$ cat src/rtl/adj_pkg.sv
`timescale 1ns / 1ps

package adj_pkg;

   localparam int NUM_VERTICES  = 16;
   localparam int MAX_NEIGHBORS = 15;
   localparam int RESULT_LIMIT  = 15;

   localparam int VID_W       = 8;
   localparam int RC_W        = 4;
   localparam int ROW_W       = (NUM_VERTICES > 1) ? $clog2(NUM_VERTICES) : 1;
   localparam int CNT_W       = $clog2(MAX_NEIGHBORS + 1);
   localparam int TABLE_DEPTH = NUM_VERTICES * MAX_NEIGHBORS;
   localparam int ADDR_W      = (TABLE_DEPTH > 1) ? $clog2(TABLE_DEPTH) : 1;

   typedef enum logic {
      OP_ADD_EDGE = 1'b0,
      OP_READ_ROW = 1'b1
   } adj_op_type;

   typedef struct packed {
      logic              we;
      logic              re;
      logic [ADDR_W-1:0] addr;
      logic [VID_W-1:0]  wdata;
   } mem_req_type;

   function automatic logic vertex_valid(input logic [VID_W-1:0] v);
      return (v != '0) && (32'(v) <= NUM_VERTICES);
   endfunction

   function automatic logic [ROW_W-1:0] vertex_row(input logic [VID_W-1:0] v);
      return ROW_W'(v - VID_W'(1));
   endfunction

   // Row r occupies MAX_NEIGHBORS consecutive words of the neighbor store.
   function automatic logic [ADDR_W-1:0] entry_addr(input logic [ROW_W-1:0] row,
                                                    input logic [CNT_W-1:0] idx);
      return ADDR_W'(int'(row) * MAX_NEIGHBORS + int'(idx));
   endfunction

endpackage

$ cat src/rtl/adj_mem.sv
`timescale 1ns / 1ps

module adj_mem
   import adj_pkg::*;
(
   input  logic                 clock,
   input  mem_req_type          mem_req,
   output logic [VID_W-1:0]     rd_data
);

   logic [VID_W-1:0] store_mem [TABLE_DEPTH];
   logic [VID_W-1:0] rd_data_ff;

   always_ff @(posedge clock) begin
      if (mem_req.we) begin
         store_mem[mem_req.addr] <= mem_req.wdata;
      end
      if (mem_req.re) begin
         rd_data_ff <= store_mem[mem_req.addr];
      end
   end

   assign rd_data = rd_data_ff;

endmodule

$ cat src/rtl/adj_core.sv
`timescale 1ns / 1ps

module adj_core
   import adj_pkg::*;
(
   input  logic                 clock,
   input  logic                 reset,
   input  logic                 req_valid,
   output logic                 req_ready,
   input  logic                 req_op,
   input  logic [VID_W-1:0]     req_vertex_a,
   input  logic [VID_W-1:0]     req_vertex_b,
   output logic                 rsp_valid,
   input  logic                 rsp_ready,
   output logic [VID_W-1:0]     rsp_neighbor,
   output logic [RC_W-1:0]      rsp_row_count,
   output logic                 rsp_last,
   output logic                 rsp_added_to_a,
   output logic                 rsp_added_to_b,
   output logic                 rsp_row_full,
   output mem_req_type          mem_req,
   input  logic [VID_W-1:0]     rd_data
);

   typedef enum logic [2:0] {
      ST_IDLE,
      ST_SCAN,
      ST_RD_START,
      ST_RD_DATA,
      ST_RESP
   } state_type;

   state_type        state_ff, state_in;
   logic [VID_W-1:0] a_ff, a_in;
   logic [VID_W-1:0] b_ff, b_in;
   logic             phase_ff, phase_in;
   logic [VID_W-1:0] cur_v_ff, cur_v_in;
   logic [VID_W-1:0] cur_nb_ff, cur_nb_in;
   logic [CNT_W-1:0] idx_ff, idx_in;
   logic             pend_ff, pend_in;
   logic             match_ff, match_in;
   logic             add_a_ff, add_a_in;
   logic             add_b_ff, add_b_in;
   logic             full_ff, full_in;
   logic [CNT_W-1:0] emit_ff, emit_in;

   logic             rsp_valid_ff, rsp_valid_in;
   logic [VID_W-1:0] rsp_neighbor_ff, rsp_neighbor_in;
   logic [RC_W-1:0]  rsp_row_count_ff, rsp_row_count_in;
   logic             rsp_last_ff, rsp_last_in;
   logic             rsp_added_to_a_ff, rsp_added_to_a_in;
   logic             rsp_added_to_b_ff, rsp_added_to_b_in;
   logic             rsp_row_full_ff, rsp_row_full_in;

   logic [CNT_W-1:0] counts_ff [NUM_VERTICES];

   logic [VID_W-1:0] sel_v;
   logic             sel_valid;
   logic [ROW_W-1:0] sel_row;
   logic [CNT_W-1:0] sel_cnt;
   logic             skip;
   logic             hit;
   logic             scan_done;
   logic             rsp_free;
   logic             count_we;
   logic             rsp_load;

   // The count lookup follows the row being scanned, otherwise vertex_a.
   assign sel_v     = (state_ff == ST_SCAN) ? cur_v_ff : a_ff;
   assign sel_valid = vertex_valid(sel_v);
   assign sel_row   = vertex_row(sel_v);
   assign sel_cnt   = sel_valid ? counts_ff[sel_row] : '0;
   assign skip      = !sel_valid || (cur_nb_ff == '0);
   assign hit       = pend_ff && (rd_data == cur_nb_ff);
   assign scan_done = skip || ((idx_ff == sel_cnt) && !pend_ff);
   assign rsp_free  = !rsp_valid_ff || rsp_ready;

   always_comb begin
      state_in          = state_ff;
      a_in              = a_ff;
      b_in              = b_ff;
      phase_in          = phase_ff;
      cur_v_in          = cur_v_ff;
      cur_nb_in         = cur_nb_ff;
      idx_in            = idx_ff;
      pend_in           = pend_ff;
      match_in          = match_ff;
      add_a_in          = add_a_ff;
      add_b_in          = add_b_ff;
      full_in           = full_ff;
      emit_in           = emit_ff;
      rsp_valid_in      = rsp_valid_ff && !rsp_ready;
      rsp_neighbor_in   = rsp_neighbor_ff;
      rsp_row_count_in  = rsp_row_count_ff;
      rsp_last_in       = rsp_last_ff;
      rsp_added_to_a_in = rsp_added_to_a_ff;
      rsp_added_to_b_in = rsp_added_to_b_ff;
      rsp_row_full_in   = rsp_row_full_ff;
      mem_req.we        = 1'b0;
      mem_req.re        = 1'b0;
      mem_req.addr      = entry_addr(sel_row, idx_ff);
      mem_req.wdata     = cur_nb_ff;
      count_we          = 1'b0;
      rsp_load          = 1'b0;

      unique case (state_ff)
         ST_IDLE: begin
            if (req_valid) begin
               a_in      = req_vertex_a;
               b_in      = req_vertex_b;
               cur_v_in  = req_vertex_a;
               cur_nb_in = req_vertex_b;
               phase_in  = 1'b0;
               idx_in    = '0;
               pend_in   = 1'b0;
               match_in  = 1'b0;
               add_a_in  = 1'b0;
               add_b_in  = 1'b0;
               full_in   = 1'b0;
               state_in  = (req_op == OP_READ_ROW) ? ST_RD_START : ST_SCAN;
            end
         end
         ST_SCAN: begin
            if (scan_done) begin
               if (!skip && !match_ff) begin
                  if (32'(sel_cnt) >= MAX_NEIGHBORS) begin
                     full_in = 1'b1;
                  end else begin
                     // The scan leaves idx at the row count, the first free slot.
                     mem_req.we = 1'b1;
                     count_we   = 1'b1;
                     if (phase_ff) begin
                        add_b_in = 1'b1;
                     end else begin
                        add_a_in = 1'b1;
                     end
                  end
               end
               idx_in   = '0;
               pend_in  = 1'b0;
               match_in = 1'b0;
               if (phase_ff) begin
                  state_in = ST_RESP;
               end else begin
                  cur_v_in  = b_ff;
                  cur_nb_in = a_ff;
                  phase_in  = 1'b1;
               end
            end else begin
               match_in = match_ff || hit;
               if (idx_ff != sel_cnt) begin
                  mem_req.re = 1'b1;
                  idx_in     = idx_ff + CNT_W'(1);
                  pend_in    = 1'b1;
               end else begin
                  pend_in = 1'b0;
               end
            end
         end
         ST_RD_START: begin
            if (sel_cnt == '0) begin
               state_in = ST_RESP;
            end else begin
               emit_in    = (32'(sel_cnt) > RESULT_LIMIT) ? CNT_W'(RESULT_LIMIT) : sel_cnt;
               mem_req.re = 1'b1;
               idx_in     = CNT_W'(1);
               state_in   = ST_RD_DATA;
            end
         end
         ST_RD_DATA: begin
            // idx points one past the entry whose data sits in the read register.
            if (rsp_free) begin
               rsp_load          = 1'b1;
               rsp_valid_in      = 1'b1;
               rsp_neighbor_in   = rd_data;
               rsp_row_count_in  = RC_W'(sel_cnt);
               rsp_last_in       = (idx_ff == emit_ff);
               rsp_added_to_a_in = 1'b0;
               rsp_added_to_b_in = 1'b0;
               rsp_row_full_in   = 1'b0;
               if (idx_ff == emit_ff) begin
                  state_in = ST_IDLE;
               end else begin
                  mem_req.re = 1'b1;
                  idx_in     = idx_ff + CNT_W'(1);
               end
            end
         end
         ST_RESP: begin
            if (rsp_free) begin
               rsp_load          = 1'b1;
               rsp_valid_in      = 1'b1;
               rsp_neighbor_in   = '0;
               rsp_row_count_in  = RC_W'(sel_cnt);
               rsp_last_in       = 1'b1;
               rsp_added_to_a_in = add_a_ff;
               rsp_added_to_b_in = add_b_ff;
               rsp_row_full_in   = full_ff;
               state_in          = ST_IDLE;
            end
         end
         default: begin
            state_in = ST_IDLE;
         end
      endcase
   end

   always_ff @(posedge clock) begin
      if (reset) begin
         state_ff     <= ST_IDLE;
         rsp_valid_ff <= 1'b0;
         pend_ff      <= 1'b0;
      end else begin
         state_ff     <= state_in;
         rsp_valid_ff <= rsp_valid_in;
         pend_ff      <= pend_in;
      end
      a_ff              <= a_in;
      b_ff              <= b_in;
      phase_ff          <= phase_in;
      cur_v_ff          <= cur_v_in;
      cur_nb_ff         <= cur_nb_in;
      idx_ff            <= idx_in;
      match_ff          <= match_in;
      add_a_ff          <= add_a_in;
      add_b_ff          <= add_b_in;
      full_ff           <= full_in;
      emit_ff           <= emit_in;
      rsp_neighbor_ff   <= rsp_neighbor_in;
      rsp_row_count_ff  <= rsp_row_count_in;
      rsp_last_ff       <= rsp_last_in;
      rsp_added_to_a_ff <= rsp_added_to_a_in;
      rsp_added_to_b_ff <= rsp_added_to_b_in;
      rsp_row_full_ff   <= rsp_row_full_in;
   end

   always_ff @(posedge clock) begin
      if (reset) begin
         for (int i = 0; i < NUM_VERTICES; i++) begin
            counts_ff[i] <= '0;
         end
      end else if (count_we) begin
         counts_ff[sel_row] <= sel_cnt + CNT_W'(1);
      end
   end

   assign req_ready      = (state_ff == ST_IDLE);
   assign rsp_valid      = rsp_valid_ff;
   assign rsp_neighbor   = rsp_neighbor_ff;
   assign rsp_row_count  = rsp_row_count_ff;
   assign rsp_last       = rsp_last_ff;
   assign rsp_added_to_a = rsp_added_to_a_ff;
   assign rsp_added_to_b = rsp_added_to_b_ff;
   assign rsp_row_full   = rsp_row_full_ff;

`ifndef ASSERT_OFF
   assert property (@(posedge clock) disable iff (reset)
      (req_valid && req_ready) |=> !req_ready)
      else $error("request accepted while a request is still in progress");

   assert property (@(posedge clock) disable iff (reset)
      mem_req.we |-> (!match_ff && (32'(sel_cnt) < MAX_NEIGHBORS)))
      else $error("neighbor stored into a full row or as a duplicate");

   assert property (@(posedge clock) disable iff (reset)
      rsp_load |-> (!rsp_valid_ff || rsp_ready))
      else $error("response register overwritten before it was taken");

   assert property (@(posedge clock) disable iff (reset)
      (state_ff == ST_SCAN && !skip) |-> (idx_ff <= sel_cnt))
      else $error("duplicate scan ran past the row count");

   assert property (@(posedge clock) disable iff (reset)
      (state_ff == ST_RD_DATA) |-> ((idx_ff != '0) && (idx_ff <= emit_ff)))
      else $error("row read index out of range");
`endif

endmodule

$ cat src/rtl/adjacency_list_builder.sv
`timescale 1ns / 1ps

// Adjacency list builder for an undirected graph of up to NUM_VERTICES vertices.
// Request channel (req_*): op 0 adds edge (vertex_a, vertex_b) to both rows,
// op 1 reads the neighbor row of vertex_a. Response channel (rsp_*): an add gives
// one response with the row count of vertex_a and the added/full flags; a read
// gives one response per stored neighbor in insertion order, or one empty
// response, with last set on the final one. Both channels use valid/ready.
// One request is processed at a time; req_ready is high only when idle.
// A single compare unit scans a row one stored neighbor per cycle from the
// neighbor RAM (one port, registered read); an empty row or a skipped insert
// ends its scan at once. An add scans the row of vertex_a, then that of
// vertex_b, then answers; a read streams its results from the RAM.
// A stalled response holds in the output register and the sequencer waits for
// it. Reset clears all row counts, so the block is ready right after reset;
// RAM contents are never read before written.

module adjacency_list_builder
   import adj_pkg::*;
(
   input  logic                 clock,
   input  logic                 reset,
   input  logic                 req_valid,
   output logic                 req_ready,
   input  logic                 req_op,
   input  logic [VID_W-1:0]     req_vertex_a,
   input  logic [VID_W-1:0]     req_vertex_b,
   output logic                 rsp_valid,
   input  logic                 rsp_ready,
   output logic [VID_W-1:0]     rsp_neighbor,
   output logic [RC_W-1:0]      rsp_row_count,
   output logic                 rsp_last,
   output logic                 rsp_added_to_a,
   output logic                 rsp_added_to_b,
   output logic                 rsp_row_full
);

   mem_req_type      mem_req;
   logic [VID_W-1:0] rd_data;

   adj_core u_core (
      .clock          (clock),
      .reset          (reset),
      .req_valid      (req_valid),
      .req_ready      (req_ready),
      .req_op         (req_op),
      .req_vertex_a   (req_vertex_a),
      .req_vertex_b   (req_vertex_b),
      .rsp_valid      (rsp_valid),
      .rsp_ready      (rsp_ready),
      .rsp_neighbor   (rsp_neighbor),
      .rsp_row_count  (rsp_row_count),
      .rsp_last       (rsp_last),
      .rsp_added_to_a (rsp_added_to_a),
      .rsp_added_to_b (rsp_added_to_b),
      .rsp_row_full   (rsp_row_full),
      .mem_req        (mem_req),
      .rd_data        (rd_data)
   );

   adj_mem u_mem (
      .clock   (clock),
      .mem_req (mem_req),
      .rd_data (rd_data)
   );

endmodule

$ cat config.mk
export PLATFORM = sky130hd
export DESIGN_NAME = adjacency_list_builder
export DESIGN_NICKNAME = d
export VERILOG_FILES = /design/src/rtl/adj_pkg.sv /design/src/rtl/adj_mem.sv /design/src/rtl/adj_core.sv /design/src/rtl/adjacency_list_builder.sv
export SDC_FILE = /design/constraint.sdc
export NUM_CORES = 2
export LEC_CHECK = 0
export BUFFER_PORTS_ARGS = -buffer_cell sky130_fd_sc_hd__buf_4
export CORE_MARGIN = 2
export CORE_UTILIZATION = 50
export DETAILED_ROUTE_END_ITERATION = 8
export HOLD_SLACK_MARGIN = 0.05
export PLACE_DENSITY = 0.7
export SYNTH_ARGS = -nofsm -noshare
export SYNTH_HDL_FRONTEND = slang
export SYNTH_HIERARCHICAL = 1
export SYNTH_SLANG_ARGS = --single-unit
$ cat constraint.sdc
create_clock -name clock -period 7.9 [get_ports clock]
set_clock_uncertainty 0.15 [all_clocks]
set_input_delay 1.185 -clock clock [delete_from_list [all_inputs] [get_ports clock]]
set_output_delay 1.185 -clock clock [all_outputs]
set_load 0.02 [all_outputs]
==> Word level (Yosys, flattened, before mapping) <==
Memory sizes are Yosys's and may differ from the RTL's. A register that Yosys moved wholly into a read port is not among the register bits.
Index checks and enable logic that the tools add are counted.
{ "totals": {"in_bits": 21, "output_inout_bits": 18, "elab_cells": 167, "romBits": 0, "reg_bits": 66, "latchBits": 0, "ram_bits": 1984, "n_memories": 2} }
{ "memory_table": {"columns": ["memory", "depth", "width", "rd", "rd_clocked_by_memory_dff", "write_ports", "line", "rtl"], "rows": [
  ["u_mem.store_mem", 240, 8, 1, 1, 1, "adj_mem.sv:11", "logic [VID_W-1:0] store_mem [TABLE_DEPTH];"],
  ["u_core.counts_ff", 16, 4, 1, 0, 16, "adj_core.sv:55", "logic [CNT_W-1:0] counts_ff [NUM_VERTICES];"]
]} }
{ "classes": {"muxes": 80, "n_addsub": 4, "eq_ne": 21, "div": 0, "shifts": 0, "multipliers": 1, "order_cmp": 2, "bitwise": 1, "n_reduce_logical": 36} }
{ "op_table": {"columns": ["cell", "count"], "rows": [
  ["$mux 8", 9],
  ["$pmux 8 s2", 3],
  ["$mux 1", 38],
  ["$mux 4", 9],
  ["$reduce_and 6->1", 4],
  ["$mux 3", 7],
  ["$pmux 1 s2", 10],
  ["$pmux 4 s4", 1],
  ["$pmux 3 s5", 1],
  ["$ne 2x2->1 const B", 7],
  ["$ne 2x1->1 const B", 5],
  ["$add 4x1->4 const B", 2],
  ["$add 8x5->8", 1],
  ["$eq 4x4->1", 2],
  ["$eq 8x8->1", 1],
  ["$le 8x5->1 const B", 1],
  ["$logic_not 8->1", 1],
  ["$mul 4x4->8 const B", 1],
  ["$reduce_and 2->1", 4],
  ["$reduce_bool 8->1", 1],
  ["$eq 3x2->1 const B", 2],
  ["$logic_not 1->1", 6],
  ["$reduce_and 3->1", 2],
  ["$logic_and 1x1->1", 5],
  ["other kinds (18)", 22]
]} }

==> Longest topological paths before layout <==
{ "depth": {"word_depth": 16, "ltp_mapped": 30, "ltp_nobuf": 22} }

==> Modules after synthesis <==
Netlist, hierarchy kept.
{ "by_module_without_submodules": {"columns": ["mod", "n_inst", "seq_area_each_um2", "area_each_um2", "cells_per_inst"], "rows": [
  ["adj_mem", 1, 57895.5, 74597.8, 3388],
  ["adj_core", 1, 3853.7, 6964.2, 641]
]} }

==> Worst setup path after synthesis <==
OpenSTA, ideal clock, no wires.
{ "synth_path": {"path_type": "reg-to-reg", "from": "register u_core.cur_nb_ff[0]", "to": "memory u_mem.store_mem[140][0] (enable)", "period_less_slack_ns": 6.710, "setup_time_ns": 0.383, "stages_incl_launch_ff": 14, "required_time_ns": 7.367, "n_path_buf": 4, "t_arrival_ns": 6.176, "slack_ns": 1.190, "cell_sequence": "edfxtp_1 nor4_1 a21boi_0 nand2_1 nor4_4 nand3_2 buf_2 inv_1 buf_4 clkbuf_1 and2_1 nand2_1 clkbuf_1 nor3_1"} }
{ "synth_via": {"elab_chain_len": 9, "word_cells_on_any_way": 10, "cone_classes": "5 x mux; 5 x reduce/logical"} }
{ "synth_rtl": {"columns": ["item", "line", "rtl"], "rows": [
  ["start: declaration", "adj_core.sv:38", "logic [VID_W-1:0] cur_nb_ff, cur_nb_in;"],
  ["start signal: assignment", "adj_core.sv:222", "cur_nb_ff <= cur_nb_in;"],
  ["$logic_not 8->1 (*)", "adj_core.sv:73", "assign skip = !sel_valid || (cur_nb_ff == '0);"],
  ["$logic_or 1x1->1 (*)", "adj_core.sv:73", null],
  ["$logic_not 1->1", "adj_core.sv:125", "if (!skip && !match_ff) begin"],
  ["$logic_and 1x1->1", "adj_core.sv:125", null],
  ["$mux 1", null, null],
  ["$mux 1 (*) (2 in a row)", null, null],
  ["via u_core.count_we", "adj_core.sv:65", "logic count_we;"],
  ["$mux 1 (*)", "adj_mem.sv:15", "if (mem_req.we) begin"],
  ["$mux 1 (not written as such) (*)", "adj_mem.sv:16", "store_mem[mem_req.addr] <= mem_req.wdata;"],
  ["end: declaration", "adj_mem.sv:11", null]
]} }
The timed path passes the listed nets; every way through them passes the cells marked *.

==> impl_summary.txt <==
----------------------------------------------------
[Clock tree]
  Root buffer cell ... clkbuf_16
  # resized after CTS ... 0
  Reg clk slew, reported paths ... 0.06 ns
  CTS tree ... yes
  Number of clock sinks ... ~2100
  Deepest level of the CTS H-tree ... 4
  Number of buffers added for setup after CTS ... 0
  Maximum buffer depth of the clock tree ... 3
  Number of CTS-inserted buffers ... 196
  Source-to-sink clock delay at the later pin of the worst-skew pair ... 0.82 ns
  Hold-fix buffers at CTS ... 0

[Global routing]
  M3 GR Usage ... ~4.9%
  Highest-utilization routing layer at the global route stage ... met2
  Residual overflow from global routing ... 0
  Met2 Resource Use GR ... a little over a third
  Initial antenna violation count ... 3
  Vias in the first global route ... a little over 40000
  Total routing usage reported by global routing ... 23.3%
  Met1 track utilization from global routing ... 33.1%
  Largest net degree at the start of global routing ... around 240
  First-pass GRT wire length ... 284 mm

[Timing]
  Number of max-slew violations in the final report ... 0
  RSZ-0062 raised after global routing ... false
  Worst Tran Pin Value ... roughly 1.3 ns
  Final hold violations ... 0
  Final-report setup violation count ... 0
  Peak clock frequency supported by timing ... 132 MHz
  Tcrit/Tclk final ... a little over nine tenths
  Slew HR ... 12.8%
  Final-layout setup total negative slack ... 0 ns
  Final Critical Period ... approximately 7.6 ns

[Placed design]
  Port buffer count ... 38
  Placed wire-length estimate ... about 120 mm
  Last weighted congestion value of the routability-driven placer ... 0.893
  Placed Instance Area ... 0.0849 mm²

[Synth]
  Number of unique standard cell types used by synthesis ... 83
  Leading cell types by count after synthesis ... edfxtp_1 (2053), mux4_2 (513), nor2_1 (305)
  Summed instance area of the synthesized netlist ... 0.0816 mm²
  Flops & latches, synth ... 2058
  Syn_nets ... about 4100
  Most used flip-flop cell after synthesis ... edfxtp_1
  Ys async rst share ... 0%
  Synthesized instance count ... roughly 4000
  Share of synthesized area occupied by flip-flops and latches ... 75.7%
  Cell accounting for the most synthesized area ... edfxtp_1
  Number of enable-type register cells in the synthesized netlist ... 2053
  Most area-consuming cells after synthesis ... edfxtp_1 (76%), mux4_2 (14%), nor2_1 (1.4%), mux2i_1 (1.0%), nand2_1 (0.98%)
  Top-area cell type share of the netlist area ... 75.6%
  Total of warnings raised by yosys ... 6
  Cell with the most instances after synthesis ... edfxtp_1
  Average footprint of a synthesized cell ... 20.2 µm²

[Route]
  Number of nets with antenna violations after routing ... 0
  DRT Pass-1 Iters ... 6
  Detail-routed net length per standard cell ... 29.7 µm
  DRC violation count after routing ... 0
  Via count of the routed design ... 41100
  Initial drt markers ... between 5000 and 6000
  Total Routed Length ... 194 mm
  Via/cell ratio ... 6.31

[Setup path]
  Category of the most critical setup path ... reg -> reg
  Arrival time of the worst setup path ... just under 8 ns
  Critical path's slowest cell ... nor2_1
  CP peak stage delay ... 0.96 ns
  CP Launch Type ... flop
  Type of destination of the critical path ... flop
  Combined buffer and inverter count along the critical path ... 3
  Critical R2R Launch ... u_core/state_ff[2]
  Maximum fanout encountered on the critical timing path ... 32
  CP delay by family, top ... simple AND/OR/NAND/NOR gates
  Cells along the critical path ... or3b_1, buf_4, or3_1, o31a_1, clkinv_1, fa_1, fa_1, ha_1, a21o_1, a21oi_1, xnor2_2, buf_4, nor2_1, nand3_1, nor2_1
  Crit path required time ... roughly 8.2 ns
  Crit. Startpoint ... u_core/state_ff[2]

[Floorplan]
  Floorplan core area ... 0.162 mm²
  Top Ports ... 39
  Die footprint ... 0.166 mm²
  Initial cell density of the core ... 50.2%
  X dimension of the die ... between 400 and 500 µm
  Number of rows in the core area ... 148
  Vertical die dimension ... 408 µm

[Status]
  Status ... finished, final reports clean

[Finish]
  Fraction of final layout cells with drive strength greater than 1 ... 23.8%
  Nets@finish ... about 4200
  Synthesis-to-layout area growth ... 12.1%
  Layout Cell Area excl Fill ... roughly 0.091 mm²

[Run]
  Max cap viols ... 0

[Min path]
  Origin of the worst min-delay path ... u_core/b_ff[7]
  Class of the most critical hold timing path ... reg -> reg

----------------------------------------------------
cell families after synthesis:
kind of cell	after synthesis	synth area share, %
and+or+nand+nor	773	4.25
adders and majority gates	28	0.485
DFF	2058	75.7
buffers and inverters	274	1.59
AOI/OAI and AO/OA	263	2.34
muxes	608	15.3
xor gates and xnor gates	25	0.278
flip-flops by register name (all words and copies together) (netlist names), 8 cells and up:
signal and flops:
u_core/a_ff 8, u_core/b_ff 8, u_core/counts_ff 64, u_core/cur_nb_ff 8, u_core/cur_v_ff 8, u_core/rsp_neighbor 8, u_mem/rd_data 8, u_mem/store_mem 1920
layer usage:
metal  vias to the layer above  part of all wire [%]
met5                         -                     0
met4                         0                   3.3
met2                      2180                    48
met3                       337                   9.3
met1                     21800                    40
li1                      16900                     -
final timing paths:
kind,cells after the start,to,slack (ns)
max,15,u_mem/store_mem[199][3],0.30
max reg2reg,15,u_mem/store_mem[199][3],0.30
min reg2reg,2,u_core/cur_v_ff[7],0.36
min,2,u_core/cur_v_ff[7],0.36
final cells by class:
cell class	instances	area (µm²)
fill	11800	71000
sequential	2058	61700
multi-input combinational	1697	18600
clock buffer	234	5090
tap	2175	2720
timing repair buffer	189	1670
clock inverter	133	1440
inverter	33	126
antenna	1	2.50
cell usage in the layout, fill, tap and decap left out, types with 7 or more instances in the layout:
master	Yosys	layout
clkbuf_1	113	36
a211oi_1	11	11
xnor2_1	13	8
clkinv_1	2	46
mux4_2	513	513
nand2b_1	15	15
mux2_2	10	10
buf_4	18	169
nor3_1	80	80
clkinv_2	0	40
a32oi_1	9	9
o21ai_0	23	23
or3_1	10	10
clkbuf_16	0	198
o22ai_1	23	23
nand2_1	214	214
o21ai_1	15	15
nand4_1	17	17
o221ai_1	10	10
buf_12	0	20
and2_1	10	10
edfxtp_1	2053	2053
mux2i_1	83	83
nor4_1	7	7
nand3_1	49	49
ha_1	22	21
a21oi_1	33	33
a311oi_1	8	8
inv_1	28	28
a22oi_1	53	53
xor2_1	11	10
nor2_1	305	303
bufinv_16	0	26
nor2b_1	29	26
worst register-to-register path: cells and delay by family, from the launching register on:
| family | cells | cell delay [ns] |
|---|---|---|
| buffers and inverters | 3 | 1.10 |
| adder cells (fa/ha/maj) | 3 | 1.52 |
| AO/OA/AOI/OAI | 3 | 0.87 |
| XOR/XNOR | 1 | 0.18 |
| flip-flops | 1 | 0.48 |
| AND/OR/NAND/NOR | 5 | 2.93 |
per-stage QoR:
step                      utilization (%)  cells  setup slack, ns  hold slack, ns
after global routing                 56.3   6520           0.0394           0.369
after floorplan                         -   4029             1.19           0.334
after detailed placement             52.3   6152            0.206           0.348
final                                56.3   6520            0.299           0.362
after CTS                            56.3   6519            0.222           0.349
after global placement               52.3   6152            0.504           0.345
Power is left out: the tool's default activity adds up to more than one toggle a clock period on the data nets, which glitch-free logic cannot reach.
